File: src/hw/rtl/assert_macros.svh
// assertion macros shared by the rtl files
// no dependencies; bodies vanish when SYNTH is defined
`ifndef ASSERT_MACROS_SVH
`define ASSERT_MACROS_SVH
`ifndef SYNTH
`define ASSERT_ALWAYS(lbl, clk, rstn, cond) \
    lbl: assert property (@(posedge clk) disable iff (!rstn) (cond)) \
        else $error("assertion failed");
`define ASSERT_IMPLIES(lbl, clk, rstn, ante, cons) \
    lbl: assert property (@(posedge clk) disable iff (!rstn) (ante) |-> (cons)) \
        else $error("assertion failed");
`else
`define ASSERT_ALWAYS(lbl, clk, rstn, cond)
`define ASSERT_IMPLIES(lbl, clk, rstn, ante, cons)
`endif
`endif

File: src/hw/rtl/pcsc_pkg.sv
// shared constants, codes and types for the traffic statistics counter
// no dependencies
package pcsc_pkg;

    localparam int PORT_BITS   = 16;
    localparam int COUNT_WIDTH = 32;
    localparam int LENGTH_BITS = 16;

    localparam int PORT_SLOTS = 1 << PORT_BITS;
    localparam int BYTE_WIDTH = 48;
    localparam int PCT_BITS   = 15;
    localparam int MUL_W      = COUNT_WIDTH + PCT_BITS;
    localparam int DIV_W      = (BYTE_WIDTH > MUL_W) ? BYTE_WIDTH : MUL_W;
    localparam int CLASS_COUNT = 12;

    localparam logic [PCT_BITS-1:0] PCT_SCALE = 15'd25600;

    // input kinds
    localparam logic [1:0] KIND_FRAME = 2'd0;
    localparam logic [1:0] KIND_STAT  = 2'd1;
    localparam logic [1:0] KIND_PCT   = 2'd2;
    localparam logic [1:0] KIND_PORT  = 2'd3;

    // statistic selects
    localparam logic [4:0] SEL_FRAMES      = 5'd0;
    localparam logic [4:0] SEL_BYTES       = 5'd1;
    localparam logic [4:0] SEL_MIN         = 5'd2;
    localparam logic [4:0] SEL_MAX         = 5'd3;
    localparam logic [4:0] SEL_AVG         = 5'd4;
    localparam logic [4:0] SEL_FIRST_CLASS = 5'd5;
    localparam logic [4:0] SEL_LAST_CLASS  = 5'd16;

    // class counter slots
    localparam int C_ARP_REQ  = 0;
    localparam int C_ARP_REP  = 1;
    localparam int C_ICMP_REQ = 2;
    localparam int C_ICMP_REP = 3;
    localparam int C_ICMP_ALL = 4;
    localparam int C_TCP      = 5;
    localparam int C_UDP      = 6;
    localparam int C_TCP_ACK  = 7;
    localparam int C_HTTP     = 8;
    localparam int C_DNS      = 9;
    localparam int C_HTTPS    = 10;
    localparam int C_NTP      = 11;

    // header codes
    localparam logic [15:0] ET_ARP     = 16'h0806;
    localparam logic [15:0] ET_IPV4    = 16'h0800;
    localparam logic [15:0] ARP_REQ    = 16'h0001;
    localparam logic [15:0] ARP_REP    = 16'h0002;
    localparam logic [7:0]  PROTO_ICMP = 8'h01;
    localparam logic [7:0]  PROTO_TCP  = 8'h06;
    localparam logic [7:0]  PROTO_UDP  = 8'h11;
    localparam logic [7:0]  ICMP_REP   = 8'h00;
    localparam logic [7:0]  ICMP_REQ   = 8'h08;

    // register indexes and reset values
    localparam logic [1:0] REG_HTTP  = 2'd0;
    localparam logic [1:0] REG_DNS   = 2'd1;
    localparam logic [1:0] REG_HTTPS = 2'd2;
    localparam logic [1:0] REG_NTP   = 2'd3;
    localparam logic [15:0] HTTP_RST  = 16'd80;
    localparam logic [15:0] DNS_RST   = 16'd53;
    localparam logic [15:0] HTTPS_RST = 16'd443;
    localparam logic [15:0] NTP_RST   = 16'd123;

    typedef struct packed {
        logic                   en;
        logic                   both;
        logic                   udp;
        logic [PORT_BITS-1:0]   addr;
        logic [COUNT_WIDTH-1:0] data;
    } ram_wr_t;

    function automatic logic [COUNT_WIDTH-1:0] sat_inc(input logic [COUNT_WIDTH-1:0] c);
        return (&c) ? c : c + 1'b1;
    endfunction

endpackage

File: src/hw/rtl/pcsc_divider.sv
// iterative restoring divider, one quotient bit per cycle
// depends on pcsc_pkg
module pcsc_divider (
    input  logic                            aclk,
    input  logic                            aresetn,
    input  logic                            start,
    input  logic [pcsc_pkg::DIV_W-1:0]      dividend,
    input  logic [pcsc_pkg::COUNT_WIDTH-1:0] divisor,
    output logic                            done,
    output logic [pcsc_pkg::DIV_W-1:0]      quotient
);
    import pcsc_pkg::*;

    localparam int CNT_W = $clog2(DIV_W + 1);

    logic [COUNT_WIDTH-1:0] rem_reg, rem_next;
    logic [DIV_W-1:0]       quo_reg, quo_next;
    logic [COUNT_WIDTH-1:0] den_reg;
    logic [CNT_W-1:0]       cnt_reg, cnt_next;
    logic                   busy_reg, busy_next;
    logic                   done_reg, done_next;
    logic [COUNT_WIDTH:0]   trial;

    always_comb begin
        trial     = {rem_reg, quo_reg[DIV_W-1]};
        rem_next  = rem_reg;
        quo_next  = quo_reg;
        cnt_next  = cnt_reg;
        busy_next = busy_reg;
        done_next = 1'b0;
        if (start) begin
            rem_next  = '0;
            quo_next  = dividend;
            cnt_next  = CNT_W'(DIV_W);
            busy_next = 1'b1;
        end else if (busy_reg) begin
            if (trial >= {1'b0, den_reg}) begin
                rem_next = COUNT_WIDTH'(trial - {1'b0, den_reg});
                quo_next = {quo_reg[DIV_W-2:0], 1'b1};
            end else begin
                rem_next = trial[COUNT_WIDTH-1:0];
                quo_next = {quo_reg[DIV_W-2:0], 1'b0};
            end
            cnt_next = cnt_reg - 1'b1;
            if (cnt_reg == CNT_W'(1)) begin
                busy_next = 1'b0;
                done_next = 1'b1;
            end
        end
    end

    always_ff @(posedge aclk) begin
        if (!aresetn) begin
            busy_reg <= 1'b0;
            done_reg <= 1'b0;
            cnt_reg  <= '0;
        end else begin
            busy_reg <= busy_next;
            done_reg <= done_next;
            cnt_reg  <= cnt_next;
        end
        rem_reg <= rem_next;
        quo_reg <= quo_next;
        if (start) den_reg <= divisor;
    end

    assign done     = done_reg;
    assign quotient = quo_reg;

endmodule

File: config.mk
export PLATFORM = sky130hd
export DESIGN_NAME = pcsc_divider
export DESIGN_NICKNAME = d
export VERILOG_FILES = /design/src/hw/rtl/assert_macros.svh /design/src/hw/rtl/pcsc_pkg.sv /design/src/hw/rtl/pcsc_divider.sv
export SDC_FILE = /design/constraint.sdc
export NUM_CORES = 1
export LEC_CHECK = 0
export ABC_CLOCK_PERIOD_IN_PS = 3500
export BUFFER_PORTS_ARGS = -buffer_cell sky130_fd_sc_hd__buf_2
export CORE_AREA = 4 4 114 116
export CTS_BUF_LIST = sky130_fd_sc_hd__clkbuf_16
export DETAILED_ROUTE_END_ITERATION = 6
export DIE_AREA = 0 0 118 120
export PLACE_DENSITY = 0.8
export SLEW_MARGIN = 30
export SYNTH_ARGS = -nofsm -noshare
export SYNTH_HDL_FRONTEND = slang
export SYNTH_SLANG_ARGS = --single-unit
export TNS_END_PERCENT = 5
File: constraint.sdc
create_clock -name aclk -period 3.5 [get_ports aclk]
set_input_delay 0.35 -clock aclk [delete_from_list [all_inputs] [get_ports aclk]]
set_output_delay 0.35 -clock aclk [all_outputs]
set_load 0.02 [all_outputs]
== Word level (Yosys, flattened, before mapping) ==
Index checks and enable logic that the tools add are counted.
Storage, ports and cells
  output and inout port bits: 49
  latch bits: 0
  bits in read-only memories: 0
  RAM bits: 0
  bits of input ports: 83
  word-level logic and storage cells: 26
  register bits: 120
  memories kept: 0
Cells by class
  div/mod/pow operators: 0
  $add $sub $neg: 2
  multipliers: 0
  reduce and logical (&&, ||, !) cells: 3
  eq/ne operators: 1
  bitwise operators: 2
  shift-type cells: 0
  order comparisons: 1
  mux-type cells: 10
Operator list (count)
  $mux W48: 2
  $ge A33 B32 Y1: 1
  $mux W32: 1
  $sub A32 B32 Y32: 1
  $mux W6: 2
  $eq A6 B1 Y1 const B: 1
  $sub A6 B1 Y6 const B: 1
  $mux W1: 5
  $reduce_or A3 Y1: 1
  $not A1 Y1: 2
  $reduce_bool A2 Y1: 1
  $reduce_or A2 Y1: 1

== Depth between registers and ports, before layout ==
Gate-level depths: netlist (run 1).
  word-level depth: 4
  mapped depth: 14
  mapped depth without buffers: 12

== Worst setup path after synthesis (run 1) ==
OpenSTA, ideal clock, no wires.
  path type: reg2reg
  start point: reg quo_reg[47], in the netlist quotient[47]
  end point: reg rem_reg[24]
  arrival time: 2.591 ns
  stages on the path, launching flop included: 14
  path slack: 0.823 ns
  period minus slack after synthesis: 2.677 ns
  setup time: 0.086 ns
  path buffers: 2
  cell sequence: edfxtp_1 > inv_1 > ha_1 > nand2b_1 > a211oi_2 > o21a_2 > a41oi_4 > o21ba_2 > o211ai_4 > o21ai_4 > buf_6 > buf_8 > mux2i_1 > a211oi_1
On the way
  word-level cells in the longest chain between the ends: 2
  elaborated cells between the ends (all ways): 3
  those cells by class: add/sub: 1; order compare: 1; mux: 1
RTL lines
  start: declaration: line pcsc_divider.sv:17  | logic [DIV_W-1:0] quo_reg, quo_next;
  start signal: assignment: line pcsc_divider.sv:63  | quo_reg <= quo_next;
  $sub A32 B32 Y32 or $ge A33 B32 Y1 (tied branches): line pcsc_divider.sv:38, pcsc_divider.sv:37
  $mux W32 (*): line pcsc_divider.sv:37  | if (trial >= {1'b0, den_reg}) begin
  end signal: assignment: line pcsc_divider.sv:62  | rem_reg <= rem_next;
  end: declaration: line pcsc_divider.sv:16  | logic [COUNT_WIDTH-1:0] rem_reg, rem_next;
Every way passes the cells marked *; elsewhere a longest branch is shown, timed or not.
A chain may end at the register's enable or synchronous reset.

== Worst setup path in the final report (run 1) ==
  start point: reg quo_reg[47], in the netlist quotient[47]
  end point: reg rem_reg[30]
The elaborated chain is that of the path after synthesis.

==> flow_metrics.env, run 1 <==
export IMPL_synthesis_nets=723
export IMPL_slew_viol_final=0
export IMPL_synth_seq_cells=120
export IMPL_hold_ws_ns=0.1051
export IMPL_die_area_um2=14160
export IMPL_yosys_warnings=0
export IMPL_grt_overflow=0
export IMPL_place_area_um2=7363
export IMPL_synth_common_cells="80 x edfxtp_1, 60 x nor2_1, 47 x mux2_2, 42 x inv_1, 40 x dfxtp_1"
export IMPL_cp_slowest_cell="edfxtp_1"
export IMPL_cp_max_fo=25
export IMPL_fin_crit_sh_pct=85.23
export IMPL_finalClockSkew_ns=0.006564
export IMPL_synth_top_cell_by_area="edfxtp_1"
export IMPL_cts_buffers=17
export IMPL_grt_use_met2_pct=36.62
export IMPL_rsz0062_at_grt="no"
export IMPL_rr_endpoint="rem_reg[30]"
export IMPL_clock_latency_ns=0.42
export IMPL_area_delta_synth_final_pct=20.28
export IMPL_htreeDepth=4
export IMPL_drive_gt1_share_pct=30.88
export IMPL_endpoint_kind="flip-flop"
export IMPL_clock_sinks=120
export IMPL_final_cells=896
export IMPL_r2r_start="quotient[47]"
export IMPL_min_from="divisor[30]"
export IMPL_async_reset_ff_share_pct=0
export IMPL_drt_iter0_markers=254
export IMPL_core_area_um2=11910
export IMPL_cts_tree="done"
export IMPL_antenna_found_initial=0
export IMPL_synth_most_common_cell="edfxtp_1"
export IMPL_hpwl_um=10820
export IMPL_utilization_pct=66.65
export IMPL_cts_resized=0
export IMPL_start_kind="flip-flop"
export IMPL_busiest_layer="met2"
export IMPL_r2r_slack_ns=0.52
export IMPL_vias=5066
export IMPL_final_nets=853
export IMPL_yosys_cell_types_count=60
export IMPL_ant_nets=0
export IMPL_setup_tns_ns=0
export IMPL_crit_type="flip-flop to flip-flop"
export IMPL_synth_main_ff_cell="edfxtp_1"
export IMPL_root_buffer="clkbuf_16"
export IMPL_hold_viol_final=0
export IMPL_setup_viol_count_final=0
export IMPL_worst_pin_slew_ns=0.8805
export IMPL_min_period_ns=2.983
export IMPL_initial_core_util_pct=55.41
export IMPL_rr_worst_depth=12
export IMPL_crit_start="quotient[47]"
export IMPL_final_area_um2=7939
export IMPL_hold_depth=1
export IMPL_cts_max_path_buffers=2
export IMPL_worst_hold_path_endpoint="den_reg[30]"
export IMPL_dp_cells=862
export IMPL_n_fill_cell=910
export IMPL_synth_cell_area_um2=6600
export IMPL_path_cells="inv_1 -> ha_1 -> nand2b_1 -> a211oi_2 -> o21a_2 -> a41oi_4 -> o21ba_2 -> o211ai_4 -> o21ai_4 -> buf_4 -> nand3b_1 -> a311oi_1"
export IMPL_drt_pre_antenna_iters=4
export IMPL_drc=0
export IMPL_synth_edff_count=80
export IMPL_relSlewSlack_pct=41.30
export IMPL_crit_arrival_ns=3.29
export IMPL_synth_area_leaders="edfxtp_1 36%, dfxtp_1 12%, mux2_2 8.0%, ha_1 6.4%, mux2i_1 3.9%"
export IMPL_ir_drop_v=0.0003947
export IMPL_synth_top_area_share_pct=36.40
export IMPL_grt_pass1_vias=5319
export IMPL_largest_reg_flops=48
export IMPL_postSynthAreaPerCell_um2=10.91
export IMPL_grt_use_total_pct=21.72
export IMPL_grtUsageMet3_pct=8.341
export IMPL_hold_buffers=0
export IMPL_grt_start_max_net_pins=84
export IMPL_cpPeakStageDelay_ns=0.38
export IMPL_max_cap_violations=0
export IMPL_totalWireLength_um=14940
export IMPL_portBuffers=131
export IMPL_hp_class="input port to flip-flop"
export IMPL_p_per_area_nw_per_um2=539.5
export IMPL_io_pins=132
export IMPL_wl_per_cell_um=16.67
export IMPL_cts_setup_buffers=0
export IMPL_viasPerCell=5.654
export IMPL_rows=40
export IMPL_yosysSeqAreaShare_pct=48.53
export IMPL_grt_use_met1_pct=24.34
export IMPL_path_clk_slew_ns=0.06
export IMPL_grt_pass1_wl_um=24630
export IMPL_fp_dieH_um=120
export IMPL_die_x_um=118
export IMPL_p_leak_nw=3.457
export IMPL_status="complete, no violations"
export IMPL_synthCells=605
export IMPL_cp_required_ns=3.81
export IMPL_fmax_mhz=335.2
export IMPL_finalWeightedCongestion=0.9449
## worst max path at each step
stage	cells past startpoint	slack, ns	to
CTS	12	0.51	rem_reg[30]
global route	12	0.27	rem_reg[26]
global placement	12	0.62	rem_reg[26]
detailed placement	12	0.55	rem_reg[26]
floorplan	13	0.82	rem_reg[24]
finish	12	0.52	rem_reg[30]
## cell families (layout without fill, tap and decap cells)
family | Yosys count | count (layout) | synth area share (%)
other cells | 0 | 1 | 0
simple gates | 149 | 149 | 10.37
fa+ha+maj | 35 | 35 | 6.749
compound gates | 127 | 127 | 13.88
mux | 73 | 73 | 11.96
buf+inv | 70 | 213 | 4.398
flops | 120 | 120 | 48.53
xor+xnor | 31 | 31 | 4.114
## layer usage
layer	routed length, um	share of wire (%)
met1	6110	41
met2	7315	49
met3	1124	7.5
met5	0	0
met4	388	2.6
## where the power goes
part	total (mW)	internal [mW]	switching, mW
logic	0.916	0.387	0.529
registers	1.75	1.66	0.0821
clock network	1.62	0.974	0.647
total	4.28	3.02	1.26
## worst max-delay path: cells and delay by family (launching register included)
| kind | cells | cell delay [ns] |
|---|---|---|
| DFF | 1 | 0.38 |
| buffers and inverters | 2 | 0.31 |
| adders and majority gates | 1 | 0.21 |
| AOI/OAI and AO/OA | 7 | 1.58 |
| and+or+nand+nor | 2 | 0.38 |
## metrics by stage
stage	setup slack (ns)	power [mW]
final	0.5170	4.283
after global routing	0.2728	4.492
after CTS	0.5127	4.309
after detailed placement	0.5549	2.678
after global placement	0.6153	2.647
after floorplan	0.8233	2.432
## layout make-up
class / instances / area, um^2 / area share [%]
Sequential cell: 120 / 3204 / 40.36
Multi-Input combinational cell: 415 / 3107 / 39.13
Timing Repair Buffer: 139 / 730.7 / 9.204
Clock buffer: 17 / 425.4 / 5.359
Tap cell: 147 / 183.9 / 2.317
Inverter: 42 / 157.7 / 1.986
Clock inverter: 15 / 127.6 / 1.608
Antenna cell: 1 / 2.502 / 0.03152
## layout by cell type, fill, tap and decap left out, types with 4 or more instances in the layout
cell type,n
nand3_1,10
a311oi_1,4
ha_1,34
nor3_1,11
nand2_1,32
mux2_2,47
o21a_1,5
nor2_1,60
a21oi_1,31
o21ai_0,15
inv_6,4
inv_1,43
mux2i_1,26
edfxtp_1,80
clkbuf_16,17
dfxtp_1,39
a211oi_1,33
xnor2_1,19
or3_1,4
nand4_1,7
xor2_1,12
nand2b_1,4
buf_2,130
a21o_1,6
buf_4,8
Power figures use the tool's default switching activity.
==> run 2, diff against run 1 <==
--- a/config.mk
+++ b/config.mk
@@ -7,11 +7,13 @@
 export LEC_CHECK = 0
 export ABC_CLOCK_PERIOD_IN_PS = 3500
 export BUFFER_PORTS_ARGS = -buffer_cell sky130_fd_sc_hd__buf_2
-export CORE_AREA = 4 4 114 116
+export CORE_AREA = 4 4 159 84
 export CTS_BUF_LIST = sky130_fd_sc_hd__clkbuf_16
 export DETAILED_ROUTE_END_ITERATION = 6
-export DIE_AREA = 0 0 118 120
+export DIE_AREA = 0 0 163 88
+export HOLD_SLACK_MARGIN = 0.15
 export PLACE_DENSITY = 0.8
+export SKIP_LAST_GASP = 1
 export SLEW_MARGIN = 30
 export SYNTH_ARGS = -nofsm -noshare
 export SYNTH_HDL_FRONTEND = slang
==> run 2 against run 1 <==
Net effect: total power up 3.0%; register-to-register slack better by 0.07 ns; count of clock-buffer cells in the layout unchanged; wire length up 0.21%; non-clock buffer count up 31; sequential cell count unchanged; die area up 1.3%; clock skew up 0.0023 ns; critical path depth unchanged; highest routed layer is now met5; clock power up 6%; cell count up 5.4%; first-iteration DRC count down 2.8%.
==> flow_metrics.env, run 2 (synthesis gave the netlist of run 1 again) <==
export IMPL_start_kind="flip-flop"
export IMPL_drt_pre_antenna_iters=5
export IMPL_area_delta_synth_final_pct=25.78
export IMPL_rr_worst_depth=12
export IMPL_clock_latency_ns=0.42
export IMPL_fmax_mhz=343.2
export IMPL_setup_tns_ns=0
export IMPL_drc=0
export IMPL_cts_max_path_buffers=2
export IMPL_hpwl_um=10600
export IMPL_multi_input_area_um2=3107
export IMPL_fin_crit_sh_pct=83.24
export IMPL_crit_end="rem_reg[4]"
export IMPL_antenna_found_initial=1
export IMPL_crit_arrival_ns=3.24
export IMPL_die_x_um=163
export IMPL_ant_nets=0
export IMPL_hp_class="input port to flip-flop"
export IMPL_hold_viol_final=0
export IMPL_rr_endpoint="rem_reg[4]"
export IMPL_cp_max_fo=30
export IMPL_setup_viol_count_final=0
export IMPL_endpoint_kind="flip-flop"
export IMPL_final_area_um2=8302
export IMPL_grt_start_max_net_pins=64
export IMPL_p_leak_nw=3.605
export IMPL_mostFrequentLayoutCells="130 x buf_2, 80 x edfxtp_1, 60 x nor2_1"
export IMPL_ir_drop_v=0.0002781
export IMPL_cp_required_ns=3.82
export IMPL_core_area_um2=11770
export IMPL_p_per_area_nw_per_um2=531.1
export IMPL_initial_core_util_pct=56.07
export IMPL_finalWeightedCongestion=0.8616
export IMPL_wl_per_cell_um=15.86
export IMPL_grt_use_total_pct=21.66
export IMPL_viasPerCell=5.376
export IMPL_portBuffers=131
export IMPL_worst_path_buf_inv=2
export IMPL_drive_gt1_share_pct=29.78
export IMPL_root_buffer="clkbuf_16"
export IMPL_worst_pin_slew_ns=0.6144
export IMPL_antenna_cells=0
export IMPL_vias=5075
export IMPL_cpPeakStageDelay_ns=0.38
export IMPL_rows=28
export IMPL_status="complete, no violations"
export IMPL_relSlewSlack_pct=59.04
export IMPL_seqCellArea_um2=3204
export IMPL_rsz0062_at_grt="no"
export IMPL_path_cells="inv_1 -> ha_1 -> nand2b_1 -> a211oi_2 -> o21a_2 -> a41oi_4 -> o21ba_2 -> o211ai_4 -> o21ai_4 -> buf_12 -> a211o_1 -> a311oi_1"
export IMPL_grt_pass1_wl_um=24600
export IMPL_path_clk_slew_ns=0.06
export IMPL_crit_type="flip-flop to flip-flop"
export IMPL_fp_dieH_um=88
export IMPL_final_nets=884
export IMPL_io_pins=132
export IMPL_max_cap_violations=0
export IMPL_grt_pass1_vias=5084
export IMPL_cts_tree="done"
export IMPL_finalClockSkew_ns=0.008900
export IMPL_place_area_um2=7398
export IMPL_clock_sinks=120
export IMPL_die_area_um2=14340
export IMPL_r2r_start="quotient[47]"
export IMPL_htreeDepth=4
export IMPL_cp_slowest_cell="edfxtp_1"
export IMPL_cts_resized=0
export IMPL_cts_buffers=17
export IMPL_min_period_ns=2.914
export IMPL_drt_iter0_markers=247
export IMPL_grt_overflow=0
export IMPL_r2r_slack_ns=0.59
export IMPL_final_common_cell="buf_2"
export IMPL_critPathTopFamily="compound AO/OA/AOI/OAI gates"
export IMPL_totalWireLength_um=14970
export IMPL_largest_reg_flops=48
export IMPL_n_fill_cell=911
export IMPL_crit_start="quotient[47]"
export IMPL_worst_path_stages=12
export IMPL_slew_viol_final=0
[run 2: area by class of cell]
cell class | count | area share, %
clock buffers | 17 | 5.124
clock inverters | 15 | 1.899
repair buffers | 170 | 12.57
flip-flops and latches | 120 | 38.60
multi-input cells | 415 | 37.42
well taps | 165 | 2.487
inverters | 42 | 1.899
[run 2: stage by stage]
stage | setup WS, ns | instances | total power [mW] | utilization [%] | hold slack, ns
after floorplan | 0.8233 | 605 | 2.432 | - | 0.4489
after global placement | 0.6826 | 880 | 2.651 | 62.85 | 0.4810
after detailed placement | 0.6698 | 880 | 2.680 | 62.85 | 0.4985
after CTS | 0.6175 | 944 | 4.445 | 70.53 | 0.1574
after global routing | 0.3417 | 944 | 4.620 | 70.53 | 0.1702
final | 0.5864 | 944 | 4.409 | 70.53 | 0.1727
[run 2: worst min-delay path by stage]
| stage | startpoint | endpoint | slack (ns) | cells after the start |
|---|---|---|---|---|
| 6_report | aresetn | cnt_reg[4] | 0.17 | 2 |
| 5_1_grt | aresetn | cnt_reg[5] | 0.17 | 2 |
| 4_1_cts | aresetn | cnt_reg[4] | 0.16 | 2 |
| 3_5_place_dp | rem_reg[3] | rem_reg[4] | 0.50 | 2 |
| 3_3_place_gp | cnt_reg[1] | cnt_reg[1] | 0.48 | 2 |
| 2_1_floorplan | divisor[0] | den_reg[0] | 0.45 | 0 |
[run 2: repair_timing]
item                                   CTS  global route
endpoints found under the hold margin   32             0
hold buffers                            32             0
setup buffers                            0             0
[run 2: power by group]
group          internal (mW)  switching [mW]
logic                  0.413           0.542
registers               1.66          0.0737
clock network           1.01           0.712
[run 2: per-layer routing]
| metal | part of all wire (%) | vias up | GRT usage, % | wire (um) |
|---|---|---|---|---|
| li1 | - | 2553 | - | - |
| met1 | 44 | 2359 | 27.31 | 6618 |
| met2 | 48 | 143 | 35.64 | 7113 |
| met3 | 6.9 | 18 | 7.522 | 1034 |
| met4 | 1.2 | 2 | 6.925 | 183 |
| met5 | 0.13 | - | 0 | 20 |
==> run 3, diff against run 2 <==
--- a/config.mk
+++ b/config.mk
@@ -5,12 +5,13 @@
 export SDC_FILE = /design/constraint.sdc
 export NUM_CORES = 1
 export LEC_CHECK = 0
-export ABC_CLOCK_PERIOD_IN_PS = 3500
+export ABC_AREA = 1
+export ABC_CLOCK_PERIOD_IN_PS = 2700
 export BUFFER_PORTS_ARGS = -buffer_cell sky130_fd_sc_hd__buf_2
-export CORE_AREA = 4 4 159 84
+export CORE_AREA = 4 4 168 89
 export CTS_BUF_LIST = sky130_fd_sc_hd__clkbuf_16
 export DETAILED_ROUTE_END_ITERATION = 6
-export DIE_AREA = 0 0 163 88
+export DIE_AREA = 0 0 172 93
 export HOLD_SLACK_MARGIN = 0.15
 export PLACE_DENSITY = 0.8
 export SKIP_LAST_GASP = 1
==> constraint.sdc (replaced) <==
create_clock -name aclk -period 2.7 [get_ports aclk]
set_input_delay 0.27 -clock aclk [delete_from_list [all_inputs] [get_ports aclk]]
set_output_delay 0.27 -clock aclk [all_outputs]
set_load 0.02 [all_outputs]
==> run 3 against run 2 <==
Net effect: register-to-register slack worse by 0.27 ns; die area up 12%; via count up 48%; area after synthesis up 14%.
==> flow_metrics.env, run 3 <==
export IMPL_fmax_mhz=419.7
export IMPL_async_reset_ff_share_pct=0
export IMPL_status="complete, no violations"
export IMPL_n_fill_cell=1039
export IMPL_endpoint_kind="flip-flop"
export IMPL_cts_max_path_buffers=2
export IMPL_initial_core_util_pct=56.43
export IMPL_pre_cts_ws_ns=0.2162
export IMPL_r2r_slack_ns=0.32
export IMPL_core_area_um2=13360
export IMPL_cp_max_fo=32
export IMPL_p_sw_mw=1.415
export IMPL_portBuffers=131
export IMPL_synth_main_ff_cell="edfxtp_1"
export IMPL_drt_pre_antenna_iters=5
export IMPL_drc=0
export IMPL_hold_viol_final=0
export IMPL_fp_dieH_um=93
export IMPL_clock_sinks=120
export IMPL_synth_common_cells="494 x nand2_1, 181 x inv_1, 80 x edfxtp_1, 78 x nand3_1, 50 x nor2_1"
export IMPL_cts_resized=0
export IMPL_die_area_um2=16000
export IMPL_yosysSeqAreaShare_pct=42.48
export IMPL_synth_top_area_share_pct=31.86
export IMPL_synthesis_nets=1197
export IMPL_multi_input_area_um2=3497
export IMPL_grt_overflow=0
export IMPL_mostFrequentLayoutCells="494 x nand2_1, 182 x inv_1, 130 x buf_2"
export IMPL_power_frac_seq_pct=42.2
export IMPL_postLayoutSetupSlackWorst_ns=0.3171
export IMPL_rr_worst_depth=13
export IMPL_p_sw_share_pct=27.38
export IMPL_ir_drop_v=0.0003557
export IMPL_seqCellArea_um2=3203
export IMPL_pwr_share_clk_pct=43.1
export IMPL_cts_buffers=17
export IMPL_path_clk_slew_ns=0.06
export IMPL_io_pins=132
export IMPL_cts_tree="done"
export IMPL_relSlewSlack_pct=58.22
export IMPL_yosys_warnings=0
export IMPL_p_int_mw=3.753
export IMPL_yosys_cell_types_count=37
export IMPL_rsz0062_at_grt="no"
export IMPL_grt_use_total_pct=28.16
export IMPL_htreeDepth=4
export IMPL_finalWeightedCongestion=0.9649
export IMPL_clock_latency_ns=0.42
export IMPL_antenna_cells=0
export IMPL_min_from="dividend[0]"
export IMPL_vias=7532
export IMPL_r2r_start="den_reg[23]"
export IMPL_finalClockSkew_ns=0.01057
export IMPL_root_buffer="clkbuf_16"
export IMPL_die_x_um=172
export IMPL_crit_type="flip-flop to flip-flop"
export IMPL_p_per_area_nw_per_um2=531.0
export IMPL_rows=30
export IMPL_totalWireLength_um=21880
export IMPL_area_delta_synth_final_pct=29.07
export IMPL_synth_seq_cells=120
export IMPL_synth_most_common_cell="nand2_1"
export IMPL_synth_top_cell_by_area="edfxtp_1"
export IMPL_viasPerCell=5.086
export IMPL_min_period_ns=2.383
export IMPL_largest_reg_flops=48
export IMPL_synthCells=1079
export IMPL_p_comb_share_pct=14.7
export IMPL_setup_tns_ns=0
export IMPL_fin_crit_sh_pct=88.26
export IMPL_slew_viol_final=0
export IMPL_hold_depth=3
export IMPL_final_common_cell="nand2_1"
export IMPL_drive_gt1_share_pct=14.87
export IMPL_postSynthAreaPerCell_um2=6.989
export IMPL_setup_viol_count_final=0
export IMPL_synth_edff_count=80
export IMPL_wl_per_cell_um=14.77
export IMPL_rr_endpoint="rem_reg[8]"
export IMPL_hold_ws_ns=0.3265
export IMPL_grt_pass1_wl_um=35950
export IMPL_grt_start_max_net_pins=53
export IMPL_ant_nets=0
export IMPL_antenna_found_initial=0
export IMPL_grt_pass1_vias=7312
export IMPL_max_cap_violations=0
export IMPL_worst_hold_path_endpoint="quotient[0]"
export IMPL_start_kind="flip-flop"
export IMPL_synth_area_leaders="edfxtp_1 32%, nand2_1 25%, dfxtp_1 11%, inv_1 9.0%, ha_1 5.6%"
export IMPL_drt_iter0_markers=628
export IMPL_utilization_pct=72.84
export IMPL_synth_cell_area_um2=7541
export IMPL_crit_arrival_ns=2.69
export IMPL_p_leak_nw=5.249
export IMPL_cp_required_ns=3.01
export IMPL_hp_class="input port to flip-flop"
export IMPL_worst_pin_slew_ns=0.6267
export IMPL_final_nets=1410
export IMPL_hpwl_um=14520
run 3: cell types whose count changed after synthesis, moves of 13 or more:
cell      before  now
nand2_1       32  494
inv_1         42  181
nand3_1       10   78
mux2_2        47    0
a211oi_1      33    2
mux2i_1       26    0
o21ai_0       15    2
run 3: critical path: stages (launching register included):
cell,delay (ns)
edfxtp_1,0.32
inv_1,0.04
ha_1,0.39
nand2_1,0.15
nor2_1,0.21
nand2_1,0.12
nor2_2,0.17
nand2_1,0.08
nand2_1,0.11
a21oi_4,0.11
nand2_4,0.33
nand2_1,0.11
nand3_1,0.09
nand2_1,0.05
run 3: logic make-up (layout without fill, tap and decap cells):
logic type	count (synthesis)	after routing	synth area share (%)
fa+ha+maj	35	35	5.907
simple gates	660	660	35.99
buf+inv	216	442	11.22
flops	120	120	42.48
xor+xnor	16	16	1.858
compound gates	32	32	2.555
run 3: repair_timing:
| item | 4_1_cts | 5_1_grt |
|---|---|---|
| endpoints found under the setup margin | 0 | 10 |
| hold buffers | 80 | 0 |
| setup buffers | 0 | 3 |
| endpoints found under the hold margin | 82 | 0 |
run 3: how the worst max path moves through the flow:
stage | startpoint | end | slack [ns] | depth (start not counted)
final | den_reg[23] | rem_reg[8] | 0.32 | 13
after floorplan | busy_reg | quotient[0] | 0.50 | 4
after global routing | den_reg[27] | rem_reg[11] | 0.14 | 13
after global placement | den_reg[23] | rem_reg[23] | 0.25 | 13
after detailed placement | den_reg[28] | rem_reg[23] | 0.22 | 13
after CTS | den_reg[28] | rem_reg[23] | 0.20 | 13
run 3: routing by layer:
layer / vias to the layer above / share of wire, % / GRT usage (%) / wire [um]
li1: 3729 / - / - / -
met1: 3439 / 46 / 38.84 / 9978
met2: 335 / 45 / 44.68 / 9735
met3: 29 / 8.5 / 6.630 / 1866
met4: 0 / 1.3 / 7.717 / 294
met5: - / 0 / 0 / 0
run 3: through the flow:
stage          area [um^2]  cells  total power [mW]
2_1_floorplan         7541   1079             2.611
3_3_place_gp          8344   1366             2.839
3_5_place_dp          8344   1366             2.855
4_1_cts               9711   1478             5.155
5_1_grt               9733   1481             5.356
6_report              9733   1481             5.168
run 3: area by class of cell:
cell class | instances | share of cell area, %
clock inverter | 15 | 1.440
multi-input combinational | 743 | 35.93
tap | 176 | 2.263
sequential | 120 | 32.91
timing repair buffer | 222 | 15.84
clock buffer | 17 | 4.371
inverter | 188 | 7.250
run 3: power groups by stage:
| stage | sequential, mW | clock (mW) | combinational [mW] |
|---|---|---|---|
| CTS | 2.17 | 2.24 | 0.737 |
| global placement | 2.21 | 0 | 0.633 |
| global route | 2.19 | 2.33 | 0.832 |
| floorplan | 2.30 | 0 | 0.316 |
| detailed placement | 2.21 | 0 | 0.647 |
| finish | 2.18 | 2.23 | 0.761 |
